### config.mk
export PLATFORM = sky130hd
export DESIGN_NAME = date_time_text_to_epoch_seconds_top
export DESIGN_NICKNAME = d
export VERILOG_FILES = /design/src/rtl/dtte_pkg.sv /design/src/rtl/date_time_text_to_epoch_seconds_top.sv
export SDC_FILE = /design/constraint.sdc
export NUM_CORES = 1
export LEC_CHECK = 0
export CORE_ASPECT_RATIO = 1.25
export CORE_MARGIN = 2
export CORE_UTILIZATION = 31
export CTS_BUF_LIST = sky130_fd_sc_hd__clkbuf_4 sky130_fd_sc_hd__clkbuf_8
export DETAILED_ROUTE_END_ITERATION = 10
export DONT_BUFFER_PORTS = 1
export GPL_TIMING_DRIVEN = 1
export PLACE_DENSITY = 0.5
export SYNTH_ARGS = -nofsm -noshare
export SYNTH_HDL_FRONTEND = slang
export SYNTH_SLANG_ARGS = --single-unit
### constraint.sdc
create_clock -name clk_i -period 7.75 [get_ports clk_i]
set_input_delay 0.775 -clock clk_i [delete_from_list [all_inputs] [get_ports clk_i]]
set_output_delay 0.775 -clock clk_i [all_outputs]
set_load 0.05 [all_outputs]
### src/rtl/dtte_pkg.sv
package dtte_pkg;

  // first year of the count
  localparam int unsigned BASE_YEAR = 1970;

  localparam int unsigned YEAR_W = 14;   // up to 9999
  localparam int unsigned NUM_W  = 7;    // two-digit fields up to 99
  localparam int unsigned LEAP_W = 12;   // leap-day counts up to 2424
  localparam int unsigned CUM_W  = 9;    // days before a month, up to 334
  localparam int unsigned HMS_W  = 19;   // up to 99*3600 + 99*60 + 99
  localparam int unsigned DAYS_W = 22;
  localparam int unsigned SECS_W = 38;

  localparam int unsigned SECS_PER_DAY = 86400;

  // n / 100 as (n * 5243) >> 19, exact for every n below 43699
  localparam int unsigned DIV100_MUL = 5243;
  localparam int unsigned DIV100_SH  = 19;
  localparam int unsigned DIV100_W   = 27;

  // leap years in 1 .. BASE_YEAR - 1
  localparam int unsigned LEAPS_BASE = (BASE_YEAR - 1) / 4 - (BASE_YEAR - 1) / 100
                                     + (BASE_YEAR - 1) / 400;

  // days in the whole months before month m of a common year
  function automatic logic [CUM_W-1:0] days_before_month(input logic [3:0] m);
    logic [CUM_W-1:0] d;
    case (m)
      4'd1:    d = 9'd0;
      4'd2:    d = 9'd31;
      4'd3:    d = 9'd59;
      4'd4:    d = 9'd90;
      4'd5:    d = 9'd120;
      4'd6:    d = 9'd151;
      4'd7:    d = 9'd181;
      4'd8:    d = 9'd212;
      4'd9:    d = 9'd243;
      4'd10:   d = 9'd273;
      4'd11:   d = 9'd304;
      4'd12:   d = 9'd334;
      default: d = 9'd0;
    endcase
    return d;
  endfunction

endpackage

### src/rtl/date_time_text_to_epoch_seconds_top.sv
// ascii date YYYYMMDD and time HHMMSS to seconds since jan 1 of the base year
// each request is registered in every stage in turn before it reaches the output
// throughput: one request per cycle unless the output stalls; each stage holds
// its own valid bit and moves on when the next stage is free, so bubbles close up
// reset: rst_ni low clears all stage valid bits at once; data registers keep
// whatever they hold and are ignored until their valid bit is set again
module date_time_text_to_epoch_seconds_top
  import dtte_pkg::*;
(
  input  logic         clk_i,
  input  logic         rst_ni,
  input  logic         s_axis_tvalid_i,
  output logic         s_axis_tready_o,
  input  logic [111:0] s_axis_tdata_i,   // [63:0] date_chars, [111:64] time_chars
  output logic         m_axis_tvalid_o,
  input  logic         m_axis_tready_i,
  output logic [39:0]  m_axis_tdata_o,   // [37:0] epoch_seconds, [39:38] zero
  output logic         m_axis_tuser_o    // [0] bad_input
);

  // per-stage valid bits and advance enables
  logic v1_q, v2_q, v3_q, v4_q, v5_q;
  logic en1, en2, en3, en4, en5;

  assign en5 = !v5_q || m_axis_tready_i;
  assign en4 = !v4_q || en5;
  assign en3 = !v3_q || en4;
  assign en2 = !v2_q || en3;
  assign en1 = !v1_q || en2;

  assign s_axis_tready_o = en1;

  always_ff @(posedge clk_i or negedge rst_ni) begin
    if (!rst_ni) begin
      v1_q <= 1'b0;
      v2_q <= 1'b0;
      v3_q <= 1'b0;
      v4_q <= 1'b0;
      v5_q <= 1'b0;
    end else begin
      if (en1) v1_q <= s_axis_tvalid_i;
      if (en2) v2_q <= v1_q;
      if (en3) v3_q <= v2_q;
      if (en4) v4_q <= v3_q;
      if (en5) v5_q <= v4_q;
    end
  end

  // ---------------------------------------------------------------------------
  // stage 1: split the 14 characters into digits, flag any non-digit,
  // and assemble the decimal fields
  // ---------------------------------------------------------------------------
  logic [7:0]        chr [14];
  logic [3:0]        dig [14];
  logic              nondig;
  logic [YEAR_W-1:0] year_d;
  logic [NUM_W-1:0]  mon_d, day_d, hr_d, mi_d, se_d;

  always_comb begin
    nondig = 1'b0;
    for (int k = 0; k < 8; k++) begin
      chr[k] = s_axis_tdata_i[56 - 8*k +: 8];
    end
    for (int k = 0; k < 6; k++) begin
      chr[8 + k] = s_axis_tdata_i[64 + 40 - 8*k +: 8];
    end
    for (int k = 0; k < 14; k++) begin
      dig[k] = chr[k][3:0];
      if (!(chr[k] inside {[8'h30:8'h39]})) begin
        nondig = 1'b1;
      end
    end
    year_d = YEAR_W'(dig[0]) * 14'd1000 + YEAR_W'(dig[1]) * 14'd100
           + YEAR_W'(dig[2]) * 14'd10 + YEAR_W'(dig[3]);
    mon_d  = NUM_W'(dig[4])  * 7'd10 + NUM_W'(dig[5]);
    day_d  = NUM_W'(dig[6])  * 7'd10 + NUM_W'(dig[7]);
    hr_d   = NUM_W'(dig[8])  * 7'd10 + NUM_W'(dig[9]);
    mi_d   = NUM_W'(dig[10]) * 7'd10 + NUM_W'(dig[11]);
    se_d   = NUM_W'(dig[12]) * 7'd10 + NUM_W'(dig[13]);
  end

  logic [YEAR_W-1:0] year1_q;
  logic [NUM_W-1:0]  mon1_q, day1_q, hr1_q, mi1_q, se1_q;
  logic              bad1_q;

  always_ff @(posedge clk_i) begin
    if (en1) begin
      year1_q <= year_d;
      mon1_q  <= mon_d;
      day1_q  <= day_d;
      hr1_q   <= hr_d;
      mi1_q   <= mi_d;
      se1_q   <= se_d;
      bad1_q  <= nondig;
    end
  end

  // ---------------------------------------------------------------------------
  // stage 2: range checks, divide by 100 through the reciprocal, days of the
  // whole years, days before the month, and the time of day in seconds
  // ---------------------------------------------------------------------------
  logic [YEAR_W-1:0]   yprev;
  logic [DIV100_W-1:0] q100p_prod, q100y_prod;
  logic                bad_d2;

  assign yprev      = year1_q - 14'd1;
  assign q100p_prod = DIV100_W'(yprev)   * DIV100_W'(DIV100_MUL);
  assign q100y_prod = DIV100_W'(year1_q) * DIV100_W'(DIV100_MUL);
  assign bad_d2     = bad1_q || (year1_q < YEAR_W'(BASE_YEAR)) || (mon1_q == 7'd0)
                   || (mon1_q > 7'd12) || (day1_q == 7'd0);

  logic [YEAR_W-1:0] year2_q;
  logic [LEAP_W-1:0] yq4_2_q;      // (year - 1) / 4
  logic [NUM_W-1:0]  q100p2_q;     // (year - 1) / 100
  logic [NUM_W-1:0]  q100y2_q;     // year / 100
  logic [DAYS_W-1:0] ydays2_q;     // 365 per whole year since the base
  logic [CUM_W-1:0]  cum2_q;
  logic              past_feb2_q;
  logic [NUM_W-1:0]  dm1_2_q;      // day - 1
  logic [HMS_W-1:0]  hms2_q;
  logic              bad2_q;

  always_ff @(posedge clk_i) begin
    if (en2) begin
      year2_q     <= year1_q;
      yq4_2_q     <= yprev[YEAR_W-1:2];
      q100p2_q    <= q100p_prod[DIV100_SH +: NUM_W];
      q100y2_q    <= q100y_prod[DIV100_SH +: NUM_W];
      ydays2_q    <= DAYS_W'(year1_q - YEAR_W'(BASE_YEAR)) * 22'd365;
      cum2_q      <= days_before_month(mon1_q[3:0]);
      past_feb2_q <= (mon1_q > 7'd2);
      dm1_2_q     <= day1_q - 7'd1;
      hms2_q      <= HMS_W'(hr1_q) * 19'd3600 + HMS_W'(mi1_q) * 19'd60 + HMS_W'(se1_q);
      bad2_q      <= bad_d2;
    end
  end

  // ---------------------------------------------------------------------------
  // stage 3: leap days since the base, leap flag of this year, day count
  // ---------------------------------------------------------------------------
  logic              cent;
  logic              leap;
  logic [LEAP_W-1:0] leaps;

  // a century year is a leap year only when year / 100 is a multiple of four
  assign cent  = (year2_q == YEAR_W'(q100y2_q) * 14'd100);
  assign leap  = cent ? (q100y2_q[1:0] == 2'd0) : (year2_q[1:0] == 2'd0);
  assign leaps = yq4_2_q - LEAP_W'(q100p2_q) + LEAP_W'(q100p2_q[NUM_W-1:2])
               - LEAP_W'(LEAPS_BASE);

  logic [DAYS_W-1:0] days3_q;
  logic [HMS_W-1:0]  hms3_q;
  logic              bad3_q;

  always_ff @(posedge clk_i) begin
    if (en3) begin
      days3_q <= ydays2_q + DAYS_W'(leaps) + DAYS_W'(cum2_q)
               + DAYS_W'(leap && past_feb2_q) + DAYS_W'(dm1_2_q);
      hms3_q  <= hms2_q;
      bad3_q  <= bad2_q;
    end
  end

  // ---------------------------------------------------------------------------
  // stage 4: days to seconds, kept modulo 2^38
  // ---------------------------------------------------------------------------
  logic [SECS_W:0] dsec_prod;

  assign dsec_prod = (SECS_W + 1)'(days3_q) * (SECS_W + 1)'(SECS_PER_DAY);

  logic [SECS_W-1:0] dsec4_q;
  logic [HMS_W-1:0]  hms4_q;
  logic              bad4_q;

  always_ff @(posedge clk_i) begin
    if (en4) begin
      dsec4_q <= dsec_prod[SECS_W-1:0];
      hms4_q  <= hms3_q;
      bad4_q  <= bad3_q;
    end
  end

  // ---------------------------------------------------------------------------
  // stage 5: add the time of day; a rejected request gives zero seconds
  // ---------------------------------------------------------------------------
  logic [SECS_W-1:0] secs5_q;
  logic              bad5_q;

  always_ff @(posedge clk_i) begin
    if (en5) begin
      secs5_q <= bad4_q ? '0 : dsec4_q + SECS_W'(hms4_q);
      bad5_q  <= bad4_q;
    end
  end

  assign m_axis_tvalid_o = v5_q;
  assign m_axis_tdata_o  = {2'b00, secs5_q};
  assign m_axis_tuser_o  = bad5_q;

`ifndef SYNTHESIS
  // a rejected request always shows zero seconds
  a_bad_zero: assert property (@(posedge clk_i) disable iff (!rst_ni)
    m_axis_tvalid_o && m_axis_tuser_o |-> m_axis_tdata_o[37:0] == 38'd0)
    else $error("bad request with nonzero seconds");

  // input side only stalls when the output holds a result that is not taken
  a_stall_cause: assert property (@(posedge clk_i) disable iff (!rst_ni)
    !s_axis_tready_o |-> m_axis_tvalid_o && !m_axis_tready_i)
    else $error("input stalled without output backpressure");

  // a good request past the checks has a month in range and a nonzero day
  a_fields_ok: assert property (@(posedge clk_i) disable iff (!rst_ni)
    v2_q && !bad2_q |-> past_feb2_q == (cum2_q > 9'd31) && cum2_q <= 9'd334
                        && dm1_2_q < 7'd99)
    else $error("accepted fields out of range");

  // a good year is never below the base, so its year offset stays small
  a_year_ok: assert property (@(posedge clk_i) disable iff (!rst_ni)
    v2_q && !bad2_q |-> year2_q >= YEAR_W'(BASE_YEAR) && ydays2_q <= 22'd3649635)
    else $error("accepted year below base");
`endif

endmodule

# After elaboration in Yosys (flattened, before gate mapping)
# Memory sizes are Yosys's and may differ from the RTL's. A register that Yosys moved wholly into a read port is not among the register bits.
# Cells that the tools add are included.
[word_totals]
ff_bits = 277
mem_bits_ro = 144
in_bits = 116
out_inout_bits = 43
mem_count = 1
[classes]
addsub = 21
mul = 15
n_lt_le_gt_ge = 31
eq_ne = 1
mux = 2
n_reduce_logical = 34
[memory_table]
columns = ["name", "depth", "width", "rd", "rd_clocked_by_memory_dff", "wr", "line", "rtl"]
rows = [
  ["(name not given)", 16, 9, 1, 1, 0, "dtte_pkg.sv:28", "case (m)"],
]
[op_table]
columns = ["cell", "count"]
rows = [
  ["$ge A8 B6 Y1 const B", 14],
  ["$le A8 B6 Y1 const B", 14],
  ["$mul A14 B13 Y26 const B", 2],
  ["$add A38 B19 Y38", 1],
  ["$add A7 B4 Y7", 5],
  ["$mul A22 B10 Y31 const B", 1],
  ["$mul A4 B3 Y6 const B", 5],
  ["$add A22 B1 Y22", 1],
  ["$add A22 B12 Y22", 1],
  ["$add A22 B7 Y22", 1],
  ["$add A22 B9 Y22", 1],
  ["$mul A15 B10 Y22 const B", 1],
  ["$add A19 B13 Y19", 1],
  ["$add A19 B7 Y19", 1],
  ["$logic_and A1 B1 Y1", 15],
  ["$mul A7 B8 Y15 const B", 1],
  ["$sub A14 B11 Y15 const B", 1],
  ["$add A14 B11 Y14", 1],
  ["$add A14 B4 Y14", 1],
  ["$add A14 B8 Y14", 1],
  ["$eq A14 B14 Y1", 1],
  ["$logic_not A7 Y1", 2],
  ["$lt A14 B11 Y1 const B", 1],
  ["$sub A14 B1 Y14 const B", 1],
  ["16 further kinds", 30],
]

# Logic depth before layout (Yosys ltp)
# Gate-level depths: netlist of the first run.
[depth]
depth_word = 7
ltp_mapped = 27
ltp_nobuf = 27

# Worst setup path after synthesis of the first run
# No wires, ideal clock.
[synth_path]
kind = "reg2reg"
from = "register year1_q[1]"
to = "register q100p2_q[6] (data pin)"
arrival_ns = 6.306
required_ns = 7.490
slack_ns = 1.184
stages_incl_launch_ff = 25
path_buffers = 0
period_less_slack_ns = 6.566
path_cell_list = "edfxtp_1 -> inv_1 -> ha_1 -> nand2_1 -> nand2_1 -> and3_1 -> and2_1 -> o21ai_0 -> xnor2_1 -> ha_1 -> fa_1 -> fa_1 -> fa_1 -> inv_1 -> fa_1 -> inv_1 -> ha_1 -> o21a_1 -> o21a_1 -> o2111ai_1 -> a21oi_1 -> a211o_1 -> a31o_2 -> a21oi_1 -> xnor2_1"
[synth_via]
elab_chain_len = 2
[synth_rtl]
columns = ["item", "line", "rtl"]
rows = [
  ["from (decl)", "date_time_text_to_epoch_seconds_top.sv:82", "logic [YEAR_W-1:0] year1_q;"],
  ["from (signal assigned)", "date_time_text_to_epoch_seconds_top.sv:88", "year1_q <= year_d;"],
  ["$sub A14 B1 Y14", "date_time_text_to_epoch_seconds_top.sv:106", "assign yprev = year1_q - 14'd1;"],
  ["net yprev[12]", "date_time_text_to_epoch_seconds_top.sv:102", "logic [YEAR_W-1:0] yprev;"],
  ["$mul A14 B13 Y26", "date_time_text_to_epoch_seconds_top.sv:107", "assign q100p_prod = DIV100_W'(yprev) * DIV100_W'(DIV100_MUL);"],
  ["net q100p_prod[25]", "date_time_text_to_epoch_seconds_top.sv:103", "logic [DIV100_W-1:0] q100p_prod, q100y_prod;"],
  ["to (signal assigned)", "date_time_text_to_epoch_seconds_top.sv:127", "q100p2_q <= q100p_prod[DIV100_SH +: NUM_W];"],
  ["to (decl)", "date_time_text_to_epoch_seconds_top.sv:114", "logic [NUM_W-1:0] q100p2_q;"],
]
# The timed path passes the listed nets, and every way through them passes these cells.
# A chain may end at the register's enable or synchronous reset.

# Final worst setup path of the first run
# Same ends and word-level chain as after synthesis.

==> flow_metrics.py, run 1 <==
metrics = {
    "timing": {
        "drv_slew": 0,
        "fin_setup_tns_ps": 0,
        "setup-violations-final": 0,
        "worst_slew_pin_slew_ps": 1050,
        "hold_violations": 0,
        "fin_crit_sh_pct": 94.2,
        "fmax_ghz": 0.137,
        "slew_headroom_pct": 29.3,
        "final.min_clock_period_ps": 7300,
        "rsz0062_at_grt": "no",
        "fin_skew_ps": 42.4,
    },
    "logic_synthesis": {
        "synthCells": 2882,
        "yosysWarningCount": 0,
        "synth-async-reset-ratio_pct": 1.75,
        "ys_ff_latch": 285,
        "ys_seq_area_share_pct": 27.3,
        "synth_area_per_cell_sq_um": 10.8,
        "netlist_area_sq_mm": 0.0312,
        "synthFlopType": "edfxtp_1",
        "synth_edf_count": 280,
        "ys_types": 70,
    },
    "cts": {
        "htreeDepth": 2,
        "clk_latency_ps": 680,
        "clk_path_buf_depth": 3,
        "clk_pin_slew_ps": 70,
        "clock_sinks": 285,
        "cts_tree": "built",
        "cts.repair.resized": 0,
        "cts_buffers": 54,
        "root_buffer": "clkbuf_8",
    },
    "route": {
        "drc_errors": 0,
        "drt_pass1_iterations": 5,
        "drtIter0Drc": 524,
        "wl_per_cell_microns": 14.6,
        "wirelength_mm": 63.0,
        "avgViaCountPerCell": 4.36,
        "ant_nets": 0,
        "vias": 18822,
    },
    "setup_path": {
        "end_kind": "flip-flop",
        "criticalPathCategory": "flip-flop to flip-flop",
        "cp.required_ps": 8180,
        "startpoint": "year1_q[1]",
        "crit_path_start_kind": "flip-flop",
        "worstPathArrival_ps": 7730,
        "rr_startpoint": "year1_q[1]",
        "cp_max_fo": 8,
    },
    "floorplanning": {
        "die_x_microns": 288,
        "rows": 130,
        "coreArea_sq_mm": 0.100,
        "die_area_sq_mm": 0.103,
        "io_pins": 159,
        "start_util_pct": 31.2,
        "fp.dieH_microns": 359,
    },
    "job": {
        "max-cap-violations": 0,
    },
    "cells_and_area": {
        "syn_to_final_growth_pct": 9.74,
        "nets": 3990,
        "fill_cells": 10272,
        "layout-drive-gt1-share_pct": 4.63,
    },
    "global_route": {
        "grt_pass1_vias": 20084,
        "grt_max_degree": 67,
        "grt_overflow": 0,
        "grt_util_all_layers_pct": 12.6,
        "grt_antenna_before_repair": 2,
        "grt_pass1_wl_mm": 104,
    },
    "placement": {
        "port_buffers": 0,
        "dp_hpwl_mm": 54.2,
        "place.gp.congestion": 0.842,
    },
    "run_status": {
        "status": "finished clean",
    },
    "hold_path": {
        "hold_start": "s_axis_tdata_i[0]",
        "min_path_type": "primary input to flip-flop",
    },
}
-- stage by stage --
step / hold slack (ps) / std cells / utilization (%) / cell area (sq um) / worst slack, ps
final: 188 / 4320 / 34.2 / 34300 / 446
after global routing: 122 / 4320 / 34.2 / 34300 / 44.4
after CTS: 112 / 4319 / 34.2 / 34300 / 462
after detailed placement: 405 / 4216 / 33.0 / 33000 / 502
after global placement: 402 / 4216 / 33.0 / 33000 / 640
after floorplan: 400 / 2883 / - / 31300 / 1180
-- logic make-up after synthesis --
logic type | share of synthesized area, %
xor gates and xnor gates | 6.63
other | 0.0120
adders and majority gates | 44.0
buffers and inverters | 8.40
muxes | 0.272
DFF | 27.3
and+or+nand+nor | 6.20
AOI/OAI and AO/OA | 7.16
-- layout make-up --
cell class | instances | area (sq um) | share of cell area, %
Inverter | 685 | 2570 | 7.50
Tap cell | 1320 | 1650 | 4.82
Sequential cell | 285 | 8530 | 24.9
Clock inverter | 33 | 319 | 0.930
Antenna cell | 1 | 2.50 | 0.00730
Clock buffer | 69 | 912 | 2.66
Timing Repair Buffer | 25 | 190 | 0.555
Multi-Input combinational cell | 1902 | 20100 | 58.6
-- registers in the layout (all words and copies together) (netlist names), 7 cells and up --
register  count
se1_q         7
hms2_q       19
hms3_q       19
year1_q      14
mi1_q         7
dm1_2_q       7
ydays2_q     21
hms4_q       19
day1_q        7
dsec4_q      31
secs5_q      38
days3_q      22
mon1_q        7
year2_q      14
hr1_q         7
yq4_2_q      12
q100y2_q      7
q100p2_q      7
cum2_q        9
-- cells in the mapped netlist (all sizes together), types with 8 or more instances --
master	instances	share of area, %
inv	685	8.2
ha	624	25
fa	297	19
edfxtp	280	27
xnor2	163	4.6
a21oi	112	1.8
nor2	101	1.2
o21ai	84	1.4
nand2	77	0.93
xor2	71	2.0
a21o	42	1.0
nand3	37	0.59
nor2b	31	0.62
nor3	23	0.37
nand4	21	0.42
o21a	21	0.50
o21bai	19	0.46
and3	16	0.32
or3	14	0.28
nand2b	13	0.26
a31oi	12	0.26
a211oi	11	0.28
and2	9	0.18
o211ai	9	0.23
clkbuf	8	0.096
nor4	8	0.16
-- path summary, 6_finish.rpt --
kind / to / slack [ps] / cells past startpoint
max reg2reg: q100p2_q[6] / 450 / 23
max in group asynchronous: v4_q / 7110 / 1
max: q100p2_q[6] / 450 / 23
min: day1_q[0] / 190 / 0
min reg2reg: hms3_q[15] / 410 / 0
min in group asynchronous: v1_q / 400 / 1
-- per-layer routing --
metal | GRT usage (%) | wire length, microns
met3 | 1.48 | 1460
met2 | 22.7 | 31700
met1 | 15.9 | 28500
met5 | 0 | 0
met4 | 3.04 | 1290
-- what timing repair did --
item	in CTS	in global routing
endpoints found under the hold margin	5	0
buffers inserted	0	0
hold buffers	1	0
-- cell usage in the layout (no fill, tap or decap), types with 63 or more instances in the layout --
master / Yosys / final
xnor2_1: 163 / 163
clkbuf_8: 0 / 63
a21oi_1: 111 / 111
edfxtp_1: 280 / 280
o21ai_0: 82 / 82
inv_1: 685 / 684
nor2_1: 101 / 101
fa_1: 297 / 297
ha_1: 624 / 624
nand2_1: 77 / 75
xor2_1: 71 / 71
-- worst max-delay path, cell delays in order (launching register included) --
cell      delay [ps]
edfxtp_1         380
inv_1            270
ha_1             290
nand2_1          100
a21boi_0         330
o21a_1           230
a41oi_1          150
xnor2_1          530
inv_1            360
ha_1             380
ha_1             340
fa_1             510
fa_1             500
inv_1             60
fa_1             530
inv_1             40
ha_1             300
a211o_1          290
nor4_1           180
o311ai_0         400
a211o_1          400
a31o_2           260
a21oi_1          170
xnor2_1           80
Power of run 1 is left out: the tool's default activity adds up to more than one toggle a clock period on the data nets, which glitch-free logic cannot reach.
==> run 2: changes to the inputs <==
--- a/config.mk
+++ b/config.mk
@@ -12,6 +12,7 @@
 export DETAILED_ROUTE_END_ITERATION = 10
 export DONT_BUFFER_PORTS = 1
 export GPL_TIMING_DRIVEN = 1
+export MAX_ROUTING_LAYER = met4
 export PLACE_DENSITY = 0.5
 export SYNTH_ARGS = -nofsm -noshare
 export SYNTH_HDL_FRONTEND = slang
==> flow_metrics.py, run 2 (synthesis gave the netlist of run 1 again) <==
metrics = {
    "timing": {
        "fin_setup_tns_ps": 0,
        "worst_slew_pin_slew_ps": 1050,
        "drv_slew": 0,
        "fmax_ghz": 0.139,
        "setup-violations-final": 0,
        "fin_skew_ps": 43.3,
        "rsz0062_at_grt": "no",
        "fin_crit_sh_pct": 92.9,
        "slew_headroom_pct": 29.1,
        "final.min_clock_period_ps": 7200,
        "hold_violations": 0,
    },
    "cells_and_area": {
        "layout-drive-gt1-share_pct": 4.63,
        "top_regs": "secs5_q: 38 flops, dsec4_q: 31 flops, days3_q: 22 flops",
        "largest-register": "secs5_q",
        "largest_reg_flops": 38,
        "syn_to_final_growth_pct": 9.74,
        "nets": 3990,
        "layout_common_cells": "684 x inv_1, 624 x ha_1, 297 x fa_1, 280 x edfxtp_1, 163 x xnor2_1",
        "fin_util_pct": 34.2,
        "mostFrequentLayoutCell": "inv_1",
    },
    "setup_path": {
        "worstPathArrival_ps": 7630,
        "rr_startpoint": "year1_q[1]",
        "crit_path_start_kind": "flip-flop",
        "criticalPathCategory": "flip-flop to flip-flop",
        "startpoint": "year1_q[1]",
        "r2r_cells": 23,
        "end_kind": "flip-flop",
        "cp_max_fo": 8,
        "r2r_slack_ps": 550,
        "crit_end": "q100p2_q[6]",
        "rr_endpoint": "q100p2_q[6]",
        "cp.required_ps": 8180,
    },
    "cts": {
        "cts.repair.resized": 0,
        "root_buffer": "clkbuf_8",
        "cts_tree": "built",
        "htreeDepth": 2,
        "clock_sinks": 285,
        "clk_pin_slew_ps": 70,
        "post_cts_buffers": 0,
        "cts_hold_buffers": 1,
        "cts_buffers": 54,
        "clk_latency_ps": 680,
        "clk_path_buf_depth": 3,
    },
    "global_route": {
        "grt_overflow": 0,
        "grt_pass1_vias": 20090,
        "grt_max_degree": 67,
        "grt_util_all_layers_pct": 13.0,
        "grt_antenna_before_repair": 2,
        "grt_pass1_wl_mm": 104,
    },
    "run_status": {
        "status": "finished clean",
    },
    "floorplanning": {
        "fp.dieH_microns": 359,
        "coreArea_sq_mm": 0.100,
        "io_pins": 159,
        "die_x_microns": 288,
        "rows": 130,
        "die_area_sq_mm": 0.103,
        "start_util_pct": 31.2,
    },
    "route": {
        "ant_nets": 0,
        "avgViaCountPerCell": 4.36,
        "wl_per_cell_microns": 14.6,
        "drtIter0Drc": 495,
        "wirelength_mm": 63.0,
        "vias": 18831,
        "drc_errors": 0,
        "drt_pass1_iterations": 5,
    },
    "job": {
        "max-cap-violations": 0,
    },
    "placement": {
        "port_buffers": 0,
        "dp_hpwl_mm": 54.2,
        "place.gp.congestion": 0.856,
    },
    "hold_path": {
        "min_path_type": "primary input to flip-flop",
    },
}
[run 2: layout make-up]
class                      count  area, sq um
multi-input combinational   1902        20100
timing repair buffer          25          190
antenna                        1         2.50
sequential                   285         8530
fill                       10272        65900
clock inverter                33          319
clock buffer                  69          912
inverter                     685         2570
tap                         1320         1650
[run 2: metal layers]
metal,track usage (%),up-vias,share of wire [%]
met5,-,-,0
met4,3.04,0,2.0
met3,1.47,81,2.4
met2,22.7,211,50
met1,15.9,8869,45
li1,-,9670,-
[run 2: worst min path at each step]
stage                     slack, ps    endpoint  depth (start not counted)          startpoint
after global placement          400   hms4_q[4]                          0           hms3_q[4]
final                           190   day1_q[0]                          0   s_axis_tdata_i[0]
after floorplan                 400      bad3_q                          0              bad2_q
after detailed placement        400  hms3_q[13]                          0          hms2_q[13]
after global routing            120    hr1_q[0]                          0  s_axis_tdata_i[96]
after CTS                       110   day1_q[0]                          0   s_axis_tdata_i[0]
[run 2: stage by stage]
| step | instances | area [sq um] | setup slack, ps | hold WS (ps) |
|---|---|---|---|---|
| 2_1_floorplan | 2883 | 31300 | 1180 | 400 |
| 3_3_place_gp | 4216 | 33000 | 640 | 402 |
| 3_5_place_dp | 4216 | 33000 | 502 | 405 |
| 4_1_cts | 4319 | 34300 | 462 | 112 |
| 5_1_grt | 4320 | 34300 | 65.7 | 122 |
| 6_report | 4320 | 34300 | 546 | 188 |
[run 2: critical path, cell delays in order (launching register included)]
cell and delay, ps:
edfxtp_1 380, inv_1 270, ha_1 280, nand2_1 100, a21boi_0 330, o21a_1 220
a41oi_1 150, xnor2_1 520, inv_1 350, ha_1 380, ha_1 340, fa_1 510
fa_1 500, inv_1 60, fa_1 530, inv_1 40, ha_1 300, a211o_1 290
nor4_1 170, o311ai_0 350, a211o_1 390, a31o_2 260, a21oi_1 170, xnor2_1 80
Power of run 2 is left out for the same reason.
==> run 3: changes to the inputs <==
==> constraint.sdc (replaced) <==
create_clock -name clk_i -period 7.3 [get_ports clk_i]
set_input_delay 0.73 -clock clk_i [delete_from_list [all_inputs] [get_ports clk_i]]
set_output_delay 0.73 -clock clk_i [all_outputs]
set_load 0.05 [all_outputs]
==> flow_metrics.py, run 3 (synthesis gave the netlist of run 1 again) <==
metrics = {
    "global_route": {
        "grt_antenna_before_repair": 2,
        "grt_pass1_wl_mm": 103,
        "grt_overflow": 0,
        "grt_util_all_layers_pct": 12.9,
        "grt_pass1_vias": 20085,
        "grt_max_degree": 59,
    },
    "cells_and_area": {
        "largest_reg_flops": 38,
        "top_regs": "secs5_q: 38 flops, dsec4_q: 31 flops, days3_q: 22 flops",
        "mostFrequentLayoutCell": "inv_1",
        "largest-register": "secs5_q",
        "nets": 4006,
        "multiInputGateArea_sq_mm": 0.0201,
        "ff_latch_area_sq_mm": 0.00853,
        "syn_to_final_growth_pct": 9.88,
        "layout_common_cells": "684 x inv_1, 624 x ha_1, 297 x fa_1, 280 x edfxtp_1, 161 x xnor2_1",
        "fill_cells": 10292,
        "layout-drive-gt1-share_pct": 5.15,
    },
    "placement": {
        "place.gp.congestion": 0.861,
        "dp_hpwl_mm": 54.0,
        "port_buffers": 0,
    },
    "timing": {
        "slew_headroom_pct": 29.9,
        "fmax_ghz": 0.147,
        "fin_setup_tns_ps": 0,
        "setup-violations-final": 0,
        "hold_violations": 0,
        "final.min_clock_period_ps": 6780,
        "fin_skew_ps": 25.2,
        "worst_slew_pin_slew_ps": 1040,
        "drv_slew": 0,
        "rsz0062_at_grt": "no",
        "fin_crit_sh_pct": 92.9,
    },
    "setup_path": {
        "r2r_slack_ps": 520,
        "rr_endpoint": "q100p2_q[6]",
        "cp_max_fo": 7,
        "crit_path_start_kind": "flip-flop",
        "rr_startpoint": "year1_q[2]",
        "r2r_cells": 24,
        "end_kind": "flip-flop",
        "worstPathArrival_ps": 7160,
        "cp.required_ps": 7680,
        "criticalPathCategory": "flip-flop to flip-flop",
    },
    "hold_path": {
        "min_path_cells": 0,
        "min_to": "hr1_q[0]",
        "min_path_type": "primary input to flip-flop",
        "hold_start": "s_axis_tdata_i[96]",
    },
    "cts": {
        "cts_tree": "built",
        "clk_path_buf_depth": 3,
        "htreeDepth": 2,
        "clock_sinks": 285,
        "clk_pin_slew_ps": 60,
        "cts_buffers": 53,
        "root_buffer": "clkbuf_8",
        "clk_latency_ps": 650,
    },
    "route": {
        "drt_pass1_iterations": 5,
        "drtIter0Drc": 573,
        "drc_errors": 0,
        "wl_per_cell_microns": 14.5,
        "wirelength_mm": 62.6,
        "avgViaCountPerCell": 4.37,
        "ant_nets": 0,
        "vias": 18933,
    },
    "job": {
        "max-cap-violations": 0,
    },
    "floorplanning": {
        "rows": 130,
        "coreArea_sq_mm": 0.100,
        "io_pins": 159,
        "start_util_pct": 31.2,
        "fp.dieH_microns": 359,
        "die_area_sq_mm": 0.103,
        "die_x_microns": 288,
    },
    "run_status": {
        "status": "finished clean",
    },
}
-- run 3: cell types whose count changed in the layout (fill, tap and decap cells not counted), sizes merged --
cell and change:
buf +17, clkinv -9, clkbuf +2, clkinvlp +2
bufinv -1, inv -1
-- run 3: area by class of cell --
cell class                 instances  share of cell area (%)
antenna                            1                 0.00729
clock buffer                      71                    2.59
clock inverter                    24                   0.707
inverter                         685                    7.49
multi-input combinational       1902                    58.6
sequential                       285                    24.9
tap                             1320                    4.81
timing repair buffer              42                   0.926
-- run 3: worst max-delay path: stages, from the launching register on --
cell	delay, ps
edfxtp_1	370
inv_1	150
ha_1	240
nand2_1	90
a21boi_0	360
o21a_1	230
a41oi_1	180
xnor2_2	310
inv_1	240
ha_1	340
ha_1	340
fa_1	530
fa_1	500
inv_1	60
fa_1	540
inv_1	40
ha_1	300
a211o_1	290
nor4_1	200
o311ai_0	200
buf_4	190
a211o_1	280
a31o_2	260
a21oi_1	170
xnor2_1	80
-- run 3: per-stage QoR --
step	instances	hold slack [ps]	setup slack [ps]	area (sq um)	utilization, %
2_1_floorplan	2883	400	734	31300	-
3_3_place_gp	4232	400	404	33200	33.1
3_5_place_dp	4232	405	193	33200	33.1
4_1_cts	4328	99.3	152	34300	34.2
5_1_grt	4330	113	64.9	34300	34.3
6_report	4330	182	517	34300	34.3
-- run 3: repair_timing --
action                                  in CTS  in global routing
gates resized for setup                      0                  2
hold buffers                                 1                  0
setup buffers                                0                  1
endpoints found under the hold margin        5                  0
endpoints found under the setup margin       0                  4
-- run 3: worst max-delay path by stage --
stage                     from           to  slack [ps]  cells past startpoint
detailed placement  year1_q[2]  q100p2_q[6]         190                     24
floorplan           year1_q[1]  q100p2_q[6]         730                     24
finish              year1_q[2]  q100p2_q[6]         520                     24
global route        year1_q[2]  q100p2_q[6]          60                     25
CTS                 year1_q[2]  q100p2_q[6]         150                     24
global placement    year1_q[2]  q100p2_q[6]         400                     24
-- run 3: layer usage --
metal / share of wire [%] / GRT usage, % / vias to the layer above
li1: - / - / 9694
met1: 45 / 15.8 / 8923
met2: 50 / 22.4 / 230
met3: 2.7 / 1.49 / 86
met4: 2.4 / 3.26 / 0
met5: 0 / - / -
Power of run 3 is left out for the same reason.
